<file path="src/rtl/scrq_pkg.sv">
package scrq_pkg;

	localparam int QUEUE_DEPTH = 32;
	localparam int PTR_W       = $clog2(QUEUE_DEPTH);
	localparam int NUM_CNT     = 7;
	localparam int CNT_W       = 32;
	localparam int DCNT_W      = 6;

	localparam logic [7:0] PARITY_MASK  = 8'h80;
	localparam logic [7:0] TIMEOUT_MASK = 8'h40;

	typedef logic [PTR_W-1:0] ptr_t;

	typedef enum logic [1:0] {
		OP_KEY   = 2'd0,
		OP_DRAIN = 2'd1,
		OP_READ  = 2'd2,
		OP_CLEAR = 2'd3
	} op_t;

	typedef enum logic [2:0] {
		K_QUEUED  = 3'd0,
		K_DROPPED = 3'd1,
		K_CODE    = 3'd2,
		K_RESYNC  = 3'd3,
		K_EMPTY   = 3'd4,
		K_COUNTER = 3'd5,
		K_CLEARED = 3'd6
	} kind_t;

	localparam logic [2:0] CNT_INTERRUPTS = 3'd0;
	localparam logic [2:0] CNT_QUEUED     = 3'd1;
	localparam logic [2:0] CNT_DRAINED    = 3'd2;
	localparam logic [2:0] CNT_OVERFLOW   = 3'd3;
	localparam logic [2:0] CNT_PARITY     = 3'd4;
	localparam logic [2:0] CNT_TIMEOUT    = 3'd5;
	localparam logic [2:0] CNT_RESYNC     = 3'd6;

	typedef struct packed {
		logic accept;
		logic step;
	} cmd_t;

	typedef struct packed {
		logic fault;
		logic empty;
		logic step_last;
	} stat_t;

	function automatic ptr_t ring_next(ptr_t p);
		return (p == PTR_W'(QUEUE_DEPTH - 1)) ? '0 : ptr_t'(p + 1'b1);
	endfunction

endpackage

</file>
<file path="src/rtl/scrq_ctrl.sv">
module scrq_ctrl import scrq_pkg::*; (
	input  logic  clk,
	input  logic  arst_n,
	input  logic  start,
	input  op_t   op,
	input  stat_t stat,
	output cmd_t  cmd,
	output logic  busy
);

	typedef enum logic [1:0] {
		S_IDLE  = 2'b01,
		S_DRAIN = 2'b10
	} state_t;

	state_t state_q, state_d;

	always_comb begin
		state_d    = state_q;
		cmd.accept = 1'b0;
		cmd.step   = 1'b0;
		unique case (state_q)
			S_IDLE: begin
				if (start) begin
					cmd.accept = 1'b1;
					if (op == OP_DRAIN && !stat.fault && !stat.empty)
						state_d = S_DRAIN;
				end
			end
			S_DRAIN: begin
				cmd.step = 1'b1;
				if (stat.step_last)
					state_d = S_IDLE;
			end
			default: state_d = S_IDLE;
		endcase
	end

	always_ff @(posedge clk or negedge arst_n) begin
		if (!arst_n)
			state_q <= S_IDLE;
		else
			state_q <= state_d;
	end

	assign busy = (state_q == S_DRAIN);

endmodule

</file>
<file path="src/rtl/scrq_dp.sv">
module scrq_dp import scrq_pkg::*; (
	input  logic              clk,
	input  logic              arst_n,
	input  cmd_t              cmd,
	input  op_t               op,
	input  logic [7:0]        status_byte,
	input  logic [7:0]        raw_code,
	input  logic [2:0]        counter_select,
	output stat_t             stat,
	output logic              done,
	output logic [2:0]        kind,
	output logic [7:0]        code_out,
	output logic [CNT_W-1:0]  counter_value,
	output logic [DCNT_W-1:0] drained_count,
	output logic              last
);

	logic [7:0]       mem [QUEUE_DEPTH];
	logic [7:0]       rdata_q;
	ptr_t             wr_ptr_q, rd_ptr_q, rd_addr, wr_next, rd_next;
	logic             fault_q;
	logic [CNT_W-1:0] cnt_q [NUM_CNT];
	logic [DCNT_W-1:0] dcnt_q;

	logic             par_err, tmo_err, fault_evt, full, store, ovf;
	logic             key, drain;

	logic             done_q, last_q;
	logic [2:0]       kind_q;
	logic [7:0]       code_q;
	logic [CNT_W-1:0] value_q;
	logic [DCNT_W-1:0] count_q;

	assign wr_next   = ring_next(wr_ptr_q);
	assign rd_next   = ring_next(rd_ptr_q);
	assign full      = (wr_next == rd_ptr_q);
	assign key       = cmd.accept && op == OP_KEY;
	assign drain     = cmd.accept && op == OP_DRAIN;
	assign par_err   = (status_byte & PARITY_MASK) != 8'h00;
	assign tmo_err   = (status_byte & TIMEOUT_MASK) != 8'h00;
	assign fault_evt = fault_q || par_err || tmo_err;
	assign store     = key && !fault_evt && !full;
	assign ovf       = key && !fault_evt && full;

	assign stat.fault     = fault_q;
	assign stat.empty     = (rd_ptr_q == wr_ptr_q);
	assign stat.step_last = (rd_next == wr_ptr_q);

	// look one entry ahead while draining so a code leaves every cycle
	assign rd_addr = cmd.step ? rd_next : rd_ptr_q;

	always_ff @(posedge clk) begin
		if (store)
			mem[wr_ptr_q] <= raw_code;
		rdata_q <= mem[rd_addr];
	end

	always_ff @(posedge clk or negedge arst_n) begin
		if (!arst_n) begin
			wr_ptr_q <= '0;
			rd_ptr_q <= '0;
			fault_q  <= 1'b0;
			dcnt_q   <= '0;
			for (int i = 0; i < NUM_CNT; i++)
				cnt_q[i] <= '0;
		end else begin
			if (store)
				wr_ptr_q <= wr_next;
			if (key && (par_err || tmo_err || ovf))
				fault_q <= 1'b1;
			if (key) begin
				cnt_q[CNT_INTERRUPTS] <= cnt_q[CNT_INTERRUPTS] + 1'b1;
				if (par_err)
					cnt_q[CNT_PARITY] <= cnt_q[CNT_PARITY] + 1'b1;
				if (tmo_err)
					cnt_q[CNT_TIMEOUT] <= cnt_q[CNT_TIMEOUT] + 1'b1;
				if (ovf)
					cnt_q[CNT_OVERFLOW] <= cnt_q[CNT_OVERFLOW] + 1'b1;
				if (store)
					cnt_q[CNT_QUEUED] <= cnt_q[CNT_QUEUED] + 1'b1;
			end
			// resync: discard the queue and drop the fault
			if (drain && fault_q) begin
				rd_ptr_q            <= wr_ptr_q;
				fault_q             <= 1'b0;
				cnt_q[CNT_RESYNC]   <= cnt_q[CNT_RESYNC] + 1'b1;
			end
			if (drain)
				dcnt_q <= '0;
			if (cmd.step) begin
				rd_ptr_q           <= rd_next;
				dcnt_q             <= dcnt_q + 1'b1;
				cnt_q[CNT_DRAINED] <= cnt_q[CNT_DRAINED] + 1'b1;
			end
			if (cmd.accept && op == OP_CLEAR)
				for (int i = 0; i < NUM_CNT; i++)
					cnt_q[i] <= '0;
		end
	end

	always_ff @(posedge clk or negedge arst_n) begin
		if (!arst_n)
			done_q <= 1'b0;
		else
			done_q <= cmd.step || (cmd.accept && !(drain && !fault_q && !stat.empty));
	end

	always_ff @(posedge clk) begin
		kind_q  <= K_EMPTY;
		code_q  <= '0;
		value_q <= '0;
		count_q <= '0;
		last_q  <= 1'b1;
		if (cmd.step) begin
			kind_q  <= K_CODE;
			code_q  <= rdata_q;
			last_q  <= stat.step_last;
			if (stat.step_last)
				count_q <= dcnt_q + 1'b1;
		end else begin
			case (op)
				OP_KEY:   kind_q <= store ? K_QUEUED : K_DROPPED;
				OP_DRAIN: kind_q <= fault_q ? K_RESYNC : K_EMPTY;
				OP_READ: begin
					kind_q  <= K_COUNTER;
					value_q <= (counter_select < 3'(NUM_CNT)) ? cnt_q[counter_select] : '0;
				end
				default:  kind_q <= K_CLEARED;
			endcase
		end
	end

	assign done          = done_q;
	assign kind          = kind_q;
	assign code_out      = code_q;
	assign counter_value = value_q;
	assign drained_count = count_q;
	assign last          = last_q;

endmodule

</file>
<file path="src/rtl/scancode_ring_queue_with_fault_latch.sv">
// Scan-code ring queue with fault latch and seven 32-bit event counters.
// Raise start with the item fields; the item is taken at a clock edge where
// busy is low. Every result shows on the result ports for exactly one cycle
// with done high; it cannot be held off, so capture it when done is seen.
// Key events, counter reads, counter clears, resyncs and drains of an empty
// ring give their one result in the cycle right after the item is taken and
// never raise busy, so such items may be issued every cycle. A drain of n
// queued codes holds busy high from right after it is taken until its last
// code steps out; the oldest code is read from the ring in the cycle the item
// is taken, and each busy cycle registers one code result and reads the next,
// so its n results follow one per cycle, one ring memory read per cycle. The
// last one carries last and drained_count. The ring holds QUEUE_DEPTH-1 codes.
module scancode_ring_queue_with_fault_latch import scrq_pkg::*; (
	input  logic              clk,
	input  logic              arst_n,
	input  logic              start,
	output logic              busy,
	input  logic [1:0]        opcode,
	input  logic [7:0]        status_byte,
	input  logic [7:0]        raw_code,
	input  logic [2:0]        counter_select,
	output logic              done,
	output logic [2:0]        kind,
	output logic [7:0]        code_out,
	output logic [CNT_W-1:0]  counter_value,
	output logic [DCNT_W-1:0] drained_count,
	output logic              last
);

	cmd_t  cmd;
	stat_t stat;
	op_t   op;

	assign op = op_t'(opcode);

	scrq_ctrl u_ctrl (
		.clk    (clk),
		.arst_n (arst_n),
		.start  (start),
		.op     (op),
		.stat   (stat),
		.cmd    (cmd),
		.busy   (busy)
	);

	scrq_dp u_dp (
		.clk            (clk),
		.arst_n         (arst_n),
		.cmd            (cmd),
		.op             (op),
		.status_byte    (status_byte),
		.raw_code       (raw_code),
		.counter_select (counter_select),
		.stat           (stat),
		.done           (done),
		.kind           (kind),
		.code_out       (code_out),
		.counter_value  (counter_value),
		.drained_count  (drained_count),
		.last           (last)
	);

	a_drain_no_fault: assert property (@(posedge clk) disable iff (!arst_n)
		busy |-> !stat.fault && !stat.empty)
		else $error("drain running with fault latched or empty ring");

	a_single_result: assert property (@(posedge clk) disable iff (!arst_n)
		(start && !busy && opcode != 2'(OP_DRAIN)) |=> done && last)
		else $error("single-result item gave no final result");

	a_drain_count: assert property (@(posedge clk) disable iff (!arst_n)
		(done && kind == 3'(K_CODE) && last) |-> drained_count != '0)
		else $error("final drained code without a count");

	a_step_emits: assert property (@(posedge clk) disable iff (!arst_n)
		cmd.step |=> done && kind == 3'(K_CODE))
		else $error("drain step gave no code result");

endmodule

</file>
<file path="config.mk">
export PLATFORM = sky130hd
export DESIGN_NAME = scancode_ring_queue_with_fault_latch
export DESIGN_NICKNAME = d
export VERILOG_FILES = /design/src/rtl/scrq_pkg.sv /design/src/rtl/scrq_ctrl.sv /design/src/rtl/scrq_dp.sv /design/src/rtl/scancode_ring_queue_with_fault_latch.sv
export SDC_FILE = /design/constraint.sdc
export NUM_CORES = 1
export LEC_CHECK = 0
export BUFFER_PORTS_ARGS = -buffer_cell sky130_fd_sc_hd__buf_2
export CAP_MARGIN = 0
export CORE_MARGIN = 5
export CORE_UTILIZATION = 55
export DETAILED_ROUTE_END_ITERATION = 12
export GPL_ROUTABILITY_DRIVEN = 0
export PLACE_DENSITY = 0.83
export SYNTH_ARGS = -nofsm -noshare
export SYNTH_HDL_FRONTEND = slang
export SYNTH_SLANG_ARGS = --single-unit
</file>
<file path="constraint.sdc">
create_clock -name clk -period 5.6 [get_ports clk]
set_clock_uncertainty 0.15 [all_clocks]
set_input_delay 0 -clock clk [delete_from_list [all_inputs] [get_ports clk]]
set_output_delay 0 -clock clk [all_outputs]
set_load 0.01 [all_outputs]
</file>
==> results.toml, run 1 <==
[clocking]
clock_latency_ns = 0.60
cts_tree = "yes"
cts_sinks = 558
cts_resized = 0
root_buffer = "clkbuf_16"
path_clk_slew_ns = 0.07
cts_buffers = 54
clock_path_buffers = 3
htreeDepth = 2

[job]
max_cap_violations = 0

[die]
core_area_um2 = 46600
io_pins = 76
die_y_um = 227
rows = 79
start_util = 0.556
die_w_um = 227
dieArea_um2 = 51500

[route]
drtIter0Drc = 2418
avgRoutedWirePerCell_um = 21.3
vias = 18800
dr.pass1.iters = 6
drt-total-wl_um = 62700
via_per_inst = 6.39
route.detailed.drc = 0
ant_nets = 0

[cells_and_area]
fin_util = 0.618
nNetsFinal = 2325
layout-area-overhead-vs-synth_pct = 11.1
drive_gt1_frac = 0.118
num_antenna_cells = 0
finalInstanceArea_um2 = 28800

[timing]
fmax_mhz = 211
tns_ns = 0
relSlewSlack = 0.171
fin_crit_sh = 0.844
post-route-min-period_ns = 4.73
slew_viol_final = 0
worst_slew_pin_slew_ns = 1.23
finalSetupViolCount = 0
rsz0062_at_grt = "false"
hold_viol = 0
holdWs_ns = 0.0771

[worst_setup_path]
crit_end = "u_dp.rdata_q[7]$_DFF_P_"
slowest_delay_ns = 1.02
critical_path_arrival_ns = 5.07
path_max_fanout = 19
cp.depth = 12
rr_worst_depth = 12
crit_top_cell = "buf_4"
cpLargestDelayFamily = "compound AO/OA/AOI/OAI gates"
critPathKind = "reg -> reg"
reg2reg_to = "u_dp.rdata_q[7]$_DFF_P_"
path_buf_inv = 3
endpoint_kind = "flip-flop"
regToRegSetupSlack_ns = 0.87
crit_start = "u_dp.rd_ptr_q[1]$_DFFE_PN0P_"
worstPathRequired_ns = 5.94
reg2reg_from = "u_dp.rd_ptr_q[1]$_DFFE_PN0P_"
crit_chain = "ha_1, and3_1, ha_1, nor4b_4, buf_4, a21oi_4, buf_4, mux4_2, nor3b_1, a2111oi_0, buf_4, nand4_1"
startpoint_type = "flip-flop"
cpMaxStageDelayCell = "a2111oi_0"

[grt]
met2_usage = 0.403
grt_first_pass_wirelength_um = 99300
use_met1 = 0.323
gr-usage-met3 = 0.0348
grt_max_degree = 174
grt_pass1_vias = 18400
antenna_found_initial = 0
gr-usage-all-layers = 0.242
grt_overflow = 0
grt-busiest-layer = "met2"

[synthesis]
ys.flop_type = "edfxtp_1"
avgSynthCellArea_um2 = 11.5
ys_seq_area_frac = 0.578
synth.area.top_cells = "edfxtp_1 30%, dfrtp_1 23%, mux4_2 5.6%"
async_flop_share = 0.437
synth_area_leader_cell = "edfxtp_1"
synth_warnings = 0
ys_seq_elements = 558
synthTopCellsByCount = "256 x edfxtp_1, 243 x dfrtp_1, 238 x nor2_1"
synth_cells = 2241
syn_nets = 2280
synth_most_common_cell = "edfxtp_1"
syn_area_um2 = 25900
synth_edf_count = 256
ys_types = 67
synth_top_area_frac = 0.297

[power]
peakVddDrop_mv = 0.439
power.density_nw_per_um2 = 357
p_leak_nw = 11.2

[place]
place_area_um2 = 26700
dp_hpwl_um = 41300
io_buffer_count = 69

[outcome]
outcome = "finished, final reports clean"

[hold_path]
holdCritPathClass = "in -> reg"
## flip-flops by register name, summed over array words and instances, names as in the netlist, 5 cells and up
register and count:
u_dp.cnt_q 224, u_dp.dcnt_q 6, u_dp.code_out 8, u_dp.rdata_q 8
u_dp.drained_count 6, u_dp.rd_ptr_q 5, u_dp.mem 256, u_dp.wr_ptr_q 5
u_dp.counter_value 32
## worst reg2reg max path: cells and delay by family, from the launching register on
family | cells | cell delay, ns
AOI/OAI and AO/OA | 2 | 1.46
adders and majority gates | 2 | 0.64
buffers and inverters | 3 | 0.82
DFF | 1 | 0.51
muxes | 1 | 0.54
and+or+nand+nor | 4 | 0.49
## placed cells by master, fill, tap and decap left out, drive strengths merged, types with 11 or more instances in the layout
master and n:
mux4 64, dlygate4sd3 18, o21ai 84, a211oi 64, xnor2 42, dfrtp 243, or4 21, xor2 80
ha 15, nor3 41, and4 17, a221oi 17, inv 45, mux2i 96, o31ai 25, buf 103
nand4 66, nand3 114, nand2 173, or3 48, clkinv 17, edfxtp 256, nand2b 16, and2 17
a21oi 106, clkbuf 75, and3 46, nor3b 11, nor2 238, dfxtp 58, nor4 16
## cell families (layout without fill, tap and decap cells)
kind of cell | Yosys count | count (layout) | share of synthesized area
AO/OA/AOI/OAI | 361 | 361 | 0.0891
adder cells (fa/ha/maj) | 15 | 15 | 0.00725
XOR/XNOR | 122 | 122 | 0.0416
buffers and inverters | 176 | 265 | 0.0270
AND/OR/NAND/NOR | 848 | 848 | 0.164
flip-flops | 558 | 558 | 0.578
multiplexers | 161 | 161 | 0.0933
## cell type report
| class | count | area, µm² |
|---|---|---|
| fill | 3391 | 17800 |
| sequential | 558 | 15000 |
| multi-input combinational | 1507 | 10200 |
| clock buffer | 75 | 1560 |
| timing repair buffer | 121 | 826 |
| tap | 607 | 759 |
| clock inverter | 25 | 244 |
| inverter | 44 | 165 |
## through the flow
stage | total power, mW | instances | worst slack, ns
floorplan | 6.00 | 2241 | 2.23
global placement | 6.54 | 2818 | 1.16
detailed placement | 6.61 | 2818 | 1.04
CTS | 10.3 | 2937 | 0.971
global route | 10.6 | 2937 | 0.747
finish | 10.3 | 2937 | 0.871
## repair_timing
action                                 CTS  global route
endpoints found under the hold margin  551             0
hold buffers                            19             0
setup buffers                            0             0
## per-layer routing
metal  part of all wire  vias up
li1                   -     8418
met1               0.39     9329
met2               0.49      840
met3              0.075      176
met4              0.042        0
met5                  0        -
## worst min path at each step
stage                            startpoint                           endpoint  depth (start not counted)  slack, ns
after floorplan                      arst_n      u_ctrl.state_q[1]$_DFFE_PN0P_                          0      -0.45
after global placement               arst_n         u_dp.cnt_q[84]$_DFFE_PN0P_                          1      -0.16
after detailed placement             arst_n         u_dp.cnt_q[86]$_DFFE_PN0P_                          1      -0.15
after CTS                 counter_select[1]   u_dp.counter_value[6]$_SDFF_PP0_                          4       0.05
after global routing      counter_select[1]   u_dp.counter_value[6]$_SDFF_PP0_                          4       0.09
final                     counter_select[1]  u_dp.counter_value[13]$_SDFF_PP0_                          4       0.08
## where the power goes
part,switching (mW),internal [mW],total [mW]
clock network,1.56,2.13,3.69
registers,0.153,4.40,4.55
logic,1.25,0.773,2.02
(Power assumes the default switching activity.)
==> inputs of run 2 (changes only) <==
Settings changed: PLACE_DENSITY 0.83 to 0.86.
Clock period 5.6 ns to 4 ns, I/O delays scaled along.
==> run 2 against run 1 <==
Against the previous run: critical path depth decreased by 1; via count increased by 3.2%; final cell count increased by 1.5%; critical path type unchanged; highest routed layer unchanged.
==> results.toml, run 2 (same netlist as run 1, synthesis figures left out) <==
[outcome]
outcome = "finished, final reports clean"

[worst_setup_path]
cpMaxStageDelayCell = "a2111oi_0"
critical_path_arrival_ns = 4.19
crit_chain = "ha_1, and3_1, ha_1, nor4b_4, buf_4, a21o_1, buf_12, a221oi_1, a211oi_1, a2111oi_0, nand4_1"
startpoint_type = "flip-flop"
critPathKind = "reg -> reg"
slowest_delay_ns = 0.79
path_buf_inv = 2
endpoint_kind = "flip-flop"
path_max_fanout = 24
crit_top_cell = "ha_1"
worstPathRequired_ns = 4.29
cpLargestDelayFamily = "compound AO/OA/AOI/OAI gates"

[grt]
grt_overflow = 0
gr-usage-all-layers = 0.258
grt_first_pass_wirelength_um = 105000
grt_pass1_vias = 19000
antenna_found_initial = 1
grt_max_degree = 111

[power]
p_total_mw = 14.6
peakVddDrop_mv = 0.464
power.density_nw_per_um2 = 501
p_leak_nw = 11.4

[place]
io_buffer_count = 69
dp_slack_ns = -0.0810
dp_hpwl_um = 43800

[timing]
finalSetupViolCount = 0
fmax_mhz = 256
rsz0062_at_grt = "false"
post-route-min-period_ns = 3.90
slew_viol_final = 0
worst_slew_pin_slew_ns = 1.19
hold_viol = 0
fin_crit_sh = 0.975
holdWs_ns = 0.156
finalWorstSetupSlack_ns = 0.0997
relSlewSlack = 0.198

[cells_and_area]
layout-area-overhead-vs-synth_pct = 12.6
num_antenna_cells = 0
largest-register = "u_dp.mem"
nNetsFinal = 2366
fin_util = 0.626
final_cell_mix = "256 x edfxtp_1, 243 x dfrtp_1, 238 x nor2_1, 173 x nand2_1, 114 x nand3_1"
drive_gt1_frac = 0.137
layout_commonest_cell = "edfxtp_1"
largest_reg_flops = 256

[clocking]
cts_tree = "yes"
htreeDepth = 2
path_clk_slew_ns = 0.07
clock_path_buffers = 3
cts_buffers = 54
clock_latency_ns = 0.62
root_buffer = "clkbuf_16"
cts_sinks = 558

[route]
drtIter0Drc = 2182
drt-total-wl_um = 66900
avgRoutedWirePerCell_um = 22.4
dr.pass1.iters = 6
via_per_inst = 6.50
ant_nets = 0
vias = 19400
route.detailed.drc = 0

[die]
io_pins = 76
die_y_um = 227
start_util = 0.556
dieArea_um2 = 51500
die_w_um = 227
rows = 79
core_area_um2 = 46600

[job]
max_cap_violations = 0

[hold_path]
holdCritPathClass = "in -> reg"
[run 2: cell types whose count changed in the layout (fill, tap and decap cells not counted), sizes merged]
cell and delta:
clkinvlp +5, buf +41, inv +1, bufinv +1, clkinv +2, clkbuf -7
[run 2: worst reg2reg max path, delay by kind of cell (launching register included)]
family | cells | cell delay, ns
compound gates | 4 | 1.48
fa+ha+maj | 2 | 0.65
buf+inv | 2 | 0.44
flops | 1 | 0.52
simple gates | 3 | 0.50
[run 2: power by group]
part	internal (mW)	switching [mW]
Clock	3.01	2.26
Combinational	1.14	1.85
Sequential	6.16	0.196
Total	10.3	4.30
[run 2: metrics by stage]
| stage | cell area (µm²) | setup TNS (ns) | instances |
|---|---|---|---|
| after floorplan | 25900 | 0 | 2241 |
| after detailed placement | 27000 | -0.0810 | 2857 |
| final | 29100 | 0 | 2980 |
| after global routing | 29100 | 0 | 2980 |
| after CTS | 29100 | 0 | 2978 |
| after global placement | 27000 | 0 | 2857 |
[run 2: area by class of cell]
class                           instances  area, µm²
Timing Repair Buffer                  162       1160
Fill cell                            3323      17400
Multi-Input combinational cell       1507      10300
Sequential cell                       558      15000
Clock inverter                         34        349
Tap cell                              607        759
Clock buffer                           68       1510
Inverter                               44        165
[run 2: metal layers]
layer | vias to the layer above | GRT usage | part of all wire
li1 | 8509 | - | -
met1 | 9586 | 0.330 | 0.38
met2 | 1033 | 0.437 | 0.49
met3 | 229 | 0.0409 | 0.078
met4 | 0 | 0.118 | 0.051
met5 | - | 0 | 0
[run 2: path summary, 6_finish.rpt]
path	slack [ns]	end	cells after the start	startpoint
worst max-delay path	0.1	u_dp.rdata_q[1]$_DFF_P_	11	u_dp.rd_ptr_q[1]$_DFFE_PN0P_
worst min-delay path	0.16	u_dp.counter_value[15]$_SDFF_PP0_	4	counter_select[1]
worst max register to register	0.1	u_dp.rdata_q[1]$_DFF_P_	11	u_dp.rd_ptr_q[1]$_DFFE_PN0P_
worst min register to register	0.34	u_dp.cnt_q[127]$_DFFE_PN0P_	1	u_dp.cnt_q[127]$_DFFE_PN0P_
max in group asynchronous	2.38	u_dp.cnt_q[21]$_DFFE_PN0P_	4	arst_n
min in group asynchronous	0.39	u_dp.cnt_q[211]$_DFFE_PN0P_	3	arst_n
[run 2: what timing repair did]
action,CTS,global route
hold endpoints to repair,438,0
hold buffers,19,0
endpoints found under the setup margin,1,8
buffers inserted,0,2
resized for setup,1,5
